===== src/rtl/hse_pkg.sv =====
// shared types and constants of the heap sort engine
`default_nettype none

package hse_pkg;

    // default configuration
    localparam int DEPTH_DEFAULT       = 16;
    localparam int VALUE_WIDTH_DEFAULT = 32;

    // width of the value fields on the ports
    localparam int DATA_W = 32;

    // one input item
    typedef struct packed {
        logic signed [DATA_W-1:0] value;
        logic                     last_in;
    } hse_in_t;

    // one result item
    typedef struct packed {
        logic signed [DATA_W-1:0] sorted_value;
        logic                     last_out;
        logic                     overflow;
    } hse_out_t;

endpackage

`default_nettype wire


===== src/rtl/hse_store.sv =====
// element store: single write port, single read port, registered read data
`default_nettype none

module hse_store
    import hse_pkg::*;
#(
    parameter int DEPTH       = DEPTH_DEFAULT,
    parameter int VALUE_WIDTH = VALUE_WIDTH_DEFAULT,
    localparam int AW         = (DEPTH > 1) ? $clog2(DEPTH) : 1
)
(
    input  wire logic                   clk,
    input  wire logic                   wr_en,
    input  wire logic [AW-1:0]          wr_addr,
    input  wire logic [VALUE_WIDTH-1:0] wr_data,
    input  wire logic                   rd_en,
    input  wire logic [AW-1:0]          rd_addr,
    output      logic [VALUE_WIDTH-1:0] rd_data
);

    logic [VALUE_WIDTH-1:0] mem [DEPTH];

    // write port
    always_ff @(posedge clk)
    begin
        if (wr_en)
        begin
            mem[wr_addr] <= wr_data;
        end
    end

    // read port, read data registered
    always_ff @(posedge clk)
    begin
        if (rd_en)
        begin
            rd_data <= mem[rd_addr];
        end
    end

endmodule

`default_nettype wire


===== src/rtl/heap_sort_engine_core.sv =====
// heap sort engine top level: load, in-place heapsort, ascending emission
//
// Input items arrive on start/item and are accepted at a rising edge with
// start high and busy low. Each item's value is written into the element
// store as it is accepted. Items beyond DEPTH are dropped and mark the
// batch as overflowed. An item with last_in ends the batch and starts the
// sort; busy stays high until the final result has been read out.
// The sort builds a max-heap and then extracts the root repeatedly. All
// heap state sits in one single-port-read synchronous memory; each sift
// level takes a left child read, a right child read and a compare and
// write back. Results leave on result_valid/result, one cycle each, in
// consecutive cycles. The receiver cannot stall: every strobed result
// is taken.
// After reset the store is empty, no batch is pending and busy is low.

`default_nettype none

module heap_sort_engine_core
    import hse_pkg::*;
#(
    parameter int DEPTH       = DEPTH_DEFAULT,
    parameter int VALUE_WIDTH = VALUE_WIDTH_DEFAULT
)
(
    input  wire logic     clk,
    input  wire logic     rst_n,
    input  wire logic     start,
    output      logic     busy,
    input  wire hse_in_t  item,
    output      logic     result_valid,
    output      hse_out_t result
);

    localparam int AW = (DEPTH > 1) ? $clog2(DEPTH) : 1;
    localparam int CW = $clog2(DEPTH + 1);
    localparam int IW = CW + 1;
    localparam int VW = VALUE_WIDTH;

    localparam logic [3:0] S_LOAD    = 4'd0;
    localparam logic [3:0] S_BUILD   = 4'd1;
    localparam logic [3:0] S_CURWAIT = 4'd2;
    localparam logic [3:0] S_SIFT    = 4'd3;
    localparam logic [3:0] S_LEFT    = 4'd4;
    localparam logic [3:0] S_RIGHT   = 4'd5;
    localparam logic [3:0] S_EXTRACT = 4'd6;
    localparam logic [3:0] S_XROOT   = 4'd7;
    localparam logic [3:0] S_XLAST   = 4'd8;
    localparam logic [3:0] S_EMIT    = 4'd9;

    logic [3:0]           state_reg, state_next;
    logic [CW-1:0]        count_reg, count_next;
    logic                 dropped_reg, dropped_next;
    logic                 phase_reg, phase_next;
    logic [CW-1:0]        k_reg, k_next;
    logic [CW-1:0]        end_reg, end_next;
    logic [IW-1:0]        pos_reg, pos_next;
    logic [CW-1:0]        emit_reg, emit_next;
    logic signed [VW-1:0] cur_reg, cur_next;
    logic signed [VW-1:0] lch_reg, lch_next;
    logic                 valid_reg;
    logic                 last_reg, last_next;
    logic                 ovf_reg, ovf_next;

    logic                 rd_en, wr_en;
    logic [IW-1:0]        rd_idx, wr_idx;
    logic [IW-1:0]        rd_off, wr_off;
    logic [VW-1:0]        wr_data;
    logic [VW-1:0]        rd_data;
    logic signed [VW-1:0] rd_val;

    logic [IW-1:0]        child;
    logic [IW-1:0]        child_r;
    logic [IW-1:0]        end_ext;
    logic                 store_full;
    logic [CW-1:0]        count_fill;
    logic signed [VW-1:0] big_val;
    logic [IW-1:0]        big_idx;

    // heap indices are one-based, store addresses zero-based
    assign rd_off = rd_idx - IW'(1);
    assign wr_off = wr_idx - IW'(1);

    hse_store #(
        .DEPTH       (DEPTH),
        .VALUE_WIDTH (VALUE_WIDTH)
    ) u_store (
        .clk     (clk),
        .wr_en   (wr_en),
        .wr_addr (wr_off[AW-1:0]),
        .wr_data (wr_data),
        .rd_en   (rd_en),
        .rd_addr (rd_off[AW-1:0]),
        .rd_data (rd_data)
    );

    assign rd_val     = $signed(rd_data);
    assign child      = pos_reg << 1;
    assign child_r    = child + IW'(1);
    assign end_ext    = IW'(end_reg);
    assign store_full = (count_reg == CW'(DEPTH));
    assign count_fill = store_full ? count_reg : count_reg + CW'(1);

    // larger child, left kept on a tie
    always_comb
    begin
        if (lch_reg < rd_val)
        begin
            big_val = rd_val;
            big_idx = child_r;
        end
        else
        begin
            big_val = lch_reg;
            big_idx = child;
        end
    end

    // sequencer
    always_comb
    begin
        state_next   = state_reg;
        count_next   = count_reg;
        dropped_next = dropped_reg;
        phase_next   = phase_reg;
        k_next       = k_reg;
        end_next     = end_reg;
        pos_next     = pos_reg;
        emit_next    = emit_reg;
        cur_next     = cur_reg;
        lch_next     = lch_reg;
        last_next    = last_reg;
        ovf_next     = ovf_reg;
        rd_en        = 1'b0;
        rd_idx       = IW'(1);
        wr_en        = 1'b0;
        wr_idx       = pos_reg;
        wr_data      = cur_reg;

        case (state_reg)
            S_LOAD:
            begin
                if (start)
                begin
                    if (!store_full)
                    begin
                        wr_en      = 1'b1;
                        wr_idx     = IW'(count_reg) + IW'(1);
                        wr_data    = VW'(item.value);
                        count_next = count_reg + CW'(1);
                    end
                    else
                    begin
                        dropped_next = 1'b1;
                    end
                    if (item.last_in)
                    begin
                        k_next     = count_fill >> 1;
                        phase_next = 1'b0;
                        state_next = S_BUILD;
                    end
                end
            end

            S_BUILD:
            begin
                if (k_reg == '0)
                begin
                    k_next     = count_reg;
                    phase_next = 1'b1;
                    state_next = S_EXTRACT;
                end
                else
                begin
                    rd_en      = 1'b1;
                    rd_idx     = IW'(k_reg);
                    pos_next   = IW'(k_reg);
                    end_next   = count_reg;
                    state_next = S_CURWAIT;
                end
            end

            S_CURWAIT:
            begin
                cur_next   = rd_val;
                state_next = S_SIFT;
            end

            S_SIFT:
            begin
                if (child > end_ext)
                begin
                    wr_en      = 1'b1;
                    k_next     = k_reg - CW'(1);
                    state_next = phase_reg ? S_EXTRACT : S_BUILD;
                end
                else
                begin
                    rd_en      = 1'b1;
                    rd_idx     = child;
                    state_next = S_LEFT;
                end
            end

            S_LEFT:
            begin
                lch_next = rd_val;
                if (child_r <= end_ext)
                begin
                    rd_en      = 1'b1;
                    rd_idx     = child_r;
                    state_next = S_RIGHT;
                end
                else if (cur_reg < rd_val)
                begin
                    wr_en      = 1'b1;
                    wr_data    = VW'(rd_val);
                    pos_next   = child;
                    state_next = S_SIFT;
                end
                else
                begin
                    wr_en      = 1'b1;
                    k_next     = k_reg - CW'(1);
                    state_next = phase_reg ? S_EXTRACT : S_BUILD;
                end
            end

            S_RIGHT:
            begin
                wr_en = 1'b1;
                if (cur_reg < big_val)
                begin
                    wr_data    = VW'(big_val);
                    pos_next   = big_idx;
                    state_next = S_SIFT;
                end
                else
                begin
                    k_next     = k_reg - CW'(1);
                    state_next = phase_reg ? S_EXTRACT : S_BUILD;
                end
            end

            S_EXTRACT:
            begin
                if (k_reg < CW'(2))
                begin
                    emit_next  = CW'(1);
                    state_next = S_EMIT;
                end
                else
                begin
                    rd_en      = 1'b1;
                    rd_idx     = IW'(1);
                    state_next = S_XROOT;
                end
            end

            S_XROOT:
            begin
                lch_next   = rd_val;
                rd_en      = 1'b1;
                rd_idx     = IW'(k_reg);
                state_next = S_XLAST;
            end

            S_XLAST:
            begin
                // old root goes to the last unsorted slot
                cur_next   = rd_val;
                wr_en      = 1'b1;
                wr_idx     = IW'(k_reg);
                wr_data    = VW'(lch_reg);
                pos_next   = IW'(1);
                end_next   = k_reg - CW'(1);
                state_next = S_SIFT;
            end

            S_EMIT:
            begin
                rd_en     = 1'b1;
                rd_idx    = IW'(emit_reg);
                last_next = (emit_reg == count_reg);
                ovf_next  = dropped_reg;
                if (emit_reg == count_reg)
                begin
                    count_next   = '0;
                    dropped_next = 1'b0;
                    state_next   = S_LOAD;
                end
                else
                begin
                    emit_next = emit_reg + CW'(1);
                end
            end

            default:
            begin
                state_next = S_LOAD;
            end
        endcase
    end

    // control registers
    always_ff @(posedge clk or negedge rst_n)
    begin
        if (!rst_n)
        begin
            state_reg   <= S_LOAD;
            count_reg   <= '0;
            dropped_reg <= 1'b0;
            phase_reg   <= 1'b0;
            k_reg       <= '0;
            end_reg     <= '0;
            pos_reg     <= '0;
            emit_reg    <= '0;
            valid_reg   <= 1'b0;
        end
        else
        begin
            state_reg   <= state_next;
            count_reg   <= count_next;
            dropped_reg <= dropped_next;
            phase_reg   <= phase_next;
            k_reg       <= k_next;
            end_reg     <= end_next;
            pos_reg     <= pos_next;
            emit_reg    <= emit_next;
            valid_reg   <= (state_reg == S_EMIT);
        end
    end

    // payload registers
    always_ff @(posedge clk)
    begin
        cur_reg  <= cur_next;
        lch_reg  <= lch_next;
        last_reg <= last_next;
        ovf_reg  <= ovf_next;
    end

    // outputs
    assign busy                = (state_reg != S_LOAD);
    assign result_valid        = valid_reg;
    assign result.sorted_value = DATA_W'(rd_data);
    assign result.last_out     = last_reg;
    assign result.overflow     = ovf_reg;

    // results of one batch leave in consecutive cycles
    a_results_contiguous: assert property (@(posedge clk) disable iff (!rst_n)
        (result_valid && !result.last_out) |=> result_valid)
        else $error("gap inside a batch of results");

    // nothing follows the final result directly
    a_last_ends_batch: assert property (@(posedge clk) disable iff (!rst_n)
        (result_valid && result.last_out) |=> !result_valid)
        else $error("result directly after last_out");

    // a last item starts the sort
    a_last_starts_sort: assert property (@(posedge clk) disable iff (!rst_n)
        (start && !busy && item.last_in) |=> (busy && state_reg == S_BUILD))
        else $error("sort not started by last item");

    // read-out index stays within the batch
    a_emit_range: assert property (@(posedge clk) disable iff (!rst_n)
        (state_reg == S_EMIT) |-> (emit_reg >= CW'(1) && emit_reg <= count_reg))
        else $error("read-out index out of range");

    // sift position never leaves the live heap
    a_sift_range: assert property (@(posedge clk) disable iff (!rst_n)
        (state_reg == S_SIFT) |-> (pos_reg >= IW'(1) && pos_reg <= end_ext))
        else $error("sift position outside the heap");

endmodule

`default_nettype wire


===== config.mk =====
export PLATFORM = sky130hd
export DESIGN_NAME = heap_sort_engine_core
export DESIGN_NICKNAME = d
export VERILOG_FILES = /design/src/rtl/hse_pkg.sv /design/src/rtl/hse_store.sv /design/src/rtl/heap_sort_engine_core.sv
export SDC_FILE = /design/constraint.sdc
export NUM_CORES = 1
export LEC_CHECK = 0
export BUFFER_PORTS_ARGS = -buffer_cell sky130_fd_sc_hd__buf_2
export CAP_MARGIN = 20
export CORE_MARGIN = 8
export CORE_UTILIZATION = 62
export CTS_CLUSTER_DIAMETER = 80
export CTS_CLUSTER_SIZE = 25
export DETAILED_ROUTE_END_ITERATION = 10
export GPL_ROUTABILITY_DRIVEN = 0
export PLACE_DENSITY = 0.85
export SLEW_MARGIN = 20
export SYNTH_ARGS = -nofsm -noshare
export SYNTH_HDL_FRONTEND = slang
export SYNTH_SLANG_ARGS = --single-unit

===== constraint.sdc =====
create_clock -name clk -period 7.42 [get_ports clk]
set_clock_uncertainty 0.15 [all_clocks]
set_input_delay 1.855 -clock clk [delete_from_list [all_inputs] [get_ports clk]]
set_output_delay 1.855 -clock clk [all_outputs]
set_load 0.1 [all_outputs]

==> flow_summary.yaml <==
synthesis:
  synth_cells: 1631
  synth-seq-area-share_pct: 67.66
  ys_types: 80
  synth_warnings: 0
  yosys_most_used_dff: "edfxtp_1"
  synth-edff-count: 610
  syn_area_per_cell_um2: 17.33
  syn_nets: 1771
  async_flop_share_pct: 4.984
  ys_ff_latch: 642
  syn_area_um2: 28260
sta:
  timing.final.crit_period_ns: 6.887
  finalCritPeriodShare_pct: 92.82
  maxSlewHeadroom_pct: 23.76
  finalSetupViolCount: 0
  tns_ns: 0
  drv_slew: 0
  timing.fmax_ghz: 0.1452
  tightest_slew_ns: 1.141
  hold_violations: 0
  rsz0062_at_grt: "no"
setup_path:
  slowest_stage: "a31oi_4"
  cp_max_fo: 35
  critical_path_class: "reg -> reg"
  slowest_delay_ns: 0.73
  worstPathCellList: "inv_1 > ha_1 > a21o_1 > a221o_1 > a221oi_1 > nand4b_1 > o22a_4 > nor2_1 > a21oi_1 > ha_1 > and3_1 > nand3_1 > or4_1 > nor4_1 > a32oi_2 > a31oi_4 > buf_4 > o221ai_1 > clkbuf_4"
  ff2ff_path_depth: 19
  reg2reg_to: "u_store.mem[5][8]"
  crit_buf_inv: 3
  start_kind: "flip-flop"
  arrival_ns: 7.05
  cp.required_ns: 7.58
  crit_top_cell: "ha_1"
  endpoint_kind: "flip-flop"
  r2r-start: "u_store.rd_data[17]"
  critPathTopFamily: "compound AO/OA/AOI/OAI gates"
  rrSetupSlack_ns: 0.53
global_route:
  grt_pass1_vias: 16428
  overflow: 0
  antenna_found_initial: 0
  grt_pass1_wl_um: 105800
  groute.usage.overall_pct: 26.85
  grt_max_degree: 48
finish:
  finalNetCount: 1852
  largest_reg_flops: 512
  diodes: 0
  nFillCells: 2785
  drive_gt1_share_pct: 23.11
  syn_to_final_growth_pct: 8.705
  top_register: "u_store.mem"
min_path:
  hold_end: "ovf_reg"
  min_path_type: "reg -> reg"
  hp-start: "dropped_reg"
  hold_depth: 0
cts:
  cts.clk_slew.worst_paths_ns: 0.09
  cts_hold_buffers: 0
  cts_max_level: 2
  cts_tree: "done"
  cts_sinks: 642
  numCtsBuffers: 34
  clock_latency_ns: 0.57
  clockBufferDepth: 3
  cts-root-buf: "clkbuf_16"
status:
  status: "complete, no violations"
die:
  rows: 78
  dieArea_um2: 52660
  ios: 72
  die_w_um: 229.5
  die-height_um: 229.5
  coreArea_um2: 45190
  initial_core_util_pct: 62.54
placement:
  portBuffers: 71
  dpl.hpwl_um: 44670
routing:
  routed_wl_um: 72150
  wl_per_cell_um: 31.07
  ant_nets: 0
  drc: 0
  drt_iter0_markers: 2505
  vias: 16660
  firstDrtPassIters: 10
  via_per_inst: 7.175
job:
  maxCapViolations: 0
metal layers:
layer  track usage [%]  share of wire, %
met1             35.88                36
met2             43.05                48
met3             5.488                12
met4             11.18               4.8
met5                 0                 0
layout make-up:
| cell class | instances | area, um2 | area share, % |
|---|---|---|---|
| inverter | 82 | 307.8 | 1.002 |
| clock buffer | 36 | 879.6 | 2.864 |
| clock inverter | 10 | 116.4 | 0.3788 |
| sequential | 642 | 19120 | 62.24 |
| tap | 600 | 750.7 | 2.444 |
| timing repair buffer | 118 | 705.7 | 2.297 |
| multi-input combinational | 834 | 8838 | 28.77 |
cells by family (layout without fill, tap and decap cells):
kind of cell / Yosys count / in the layout / synth area share [%]
flops: 642 / 642 / 67.66
compound gates: 270 / 270 / 6.890
simple gates: 268 / 268 / 4.543
mux: 175 / 175 / 13.35
buf+inv: 155 / 246 / 2.360
fa+ha+maj: 104 / 104 / 4.605
xor+xnor: 17 / 17 / 0.5933
how the worst max path moves through the flow:
stage,from,to,slack (ns),cells past startpoint
after global placement,u_store.rd_data[31],u_store.mem[2][2],0.74,19
after CTS,u_store.rd_data[31],u_store.mem[8][2],0.26,19
after global routing,u_store.rd_data[17],u_store.mem[14][4],0.09,19
after detailed placement,u_store.rd_data[31],u_store.mem[3][2],0.32,19
after floorplan,u_store.rd_data[17],u_store.mem[0][11],0.96,20
final,u_store.rd_data[17],u_store.mem[5][8],0.53,19
stage by stage:
stage	setup slack (ns)	util (%)	cells	hold slack, ns	instance area, um2
floorplan	0.9608	-	1631	0.2757	28260
global placement	0.7394	65.33	2273	0.3038	29520
detailed placement	0.3247	65.33	2273	0.3032	29520
CTS	0.2645	67.53	2319	0.3262	30520
global route	0.09229	67.98	2322	0.3481	30720
finish	0.5327	67.98	2322	0.3352	30720
what timing repair did:
item | in CTS | in global routing
endpoints found under the setup margin | 0 | 311
endpoints found under the hold margin | 0 | 0
gates resized for setup | 0 | 4
setup buffers | 0 | 0
placed cells by master (no fill, tap or decap), types with 33 or more instances in the layout:
| master | instances |
|---|---|
| edfxtp_1 | 610 |
| ha_1 | 103 |
| nand2_1 | 57 |
| clkbuf_16 | 35 |
| mux4_2 | 158 |
| nor2_1 | 87 |
| o21ai_0 | 43 |
| inv_1 | 82 |
| buf_2 | 72 |
| a222oi_1 | 33 |
| a21oi_1 | 78 |
| buf_4 | 44 |
synthesized netlist by cell type, drive strengths merged, types with 4 or more instances:
cell type	number	area share [%]
edfxtp	610	65
mux4	160	13
ha	104	4.6
nor2	104	1.4
inv	82	1.1
a21oi	78	1.4
nand2	59	0.79
clkbuf	45	0.60
o21ai	44	0.78
a222oi	33	1.2
dfrtp	32	2.8
o221ai	32	0.99
buf	28	0.67
nand4	21	0.46
nor3	19	0.34
nand3	13	0.25
xor2	11	0.34
a211oi	10	0.30
a21o	10	0.27
mux2	9	0.36
and3	8	0.18
nand2b	8	0.18
o211ai	8	0.21
a221oi	6	0.19
mux2i	6	0.21
nor2b	6	0.13
nor4	6	0.13
xnor2	6	0.25
a22o	5	0.16
and4	5	0.15
o21a	5	0.13
a31oi	4	0.14
Power is left out: the tool's default activity adds up to more than one toggle a clock period on the data nets, which glitch-free logic cannot reach.
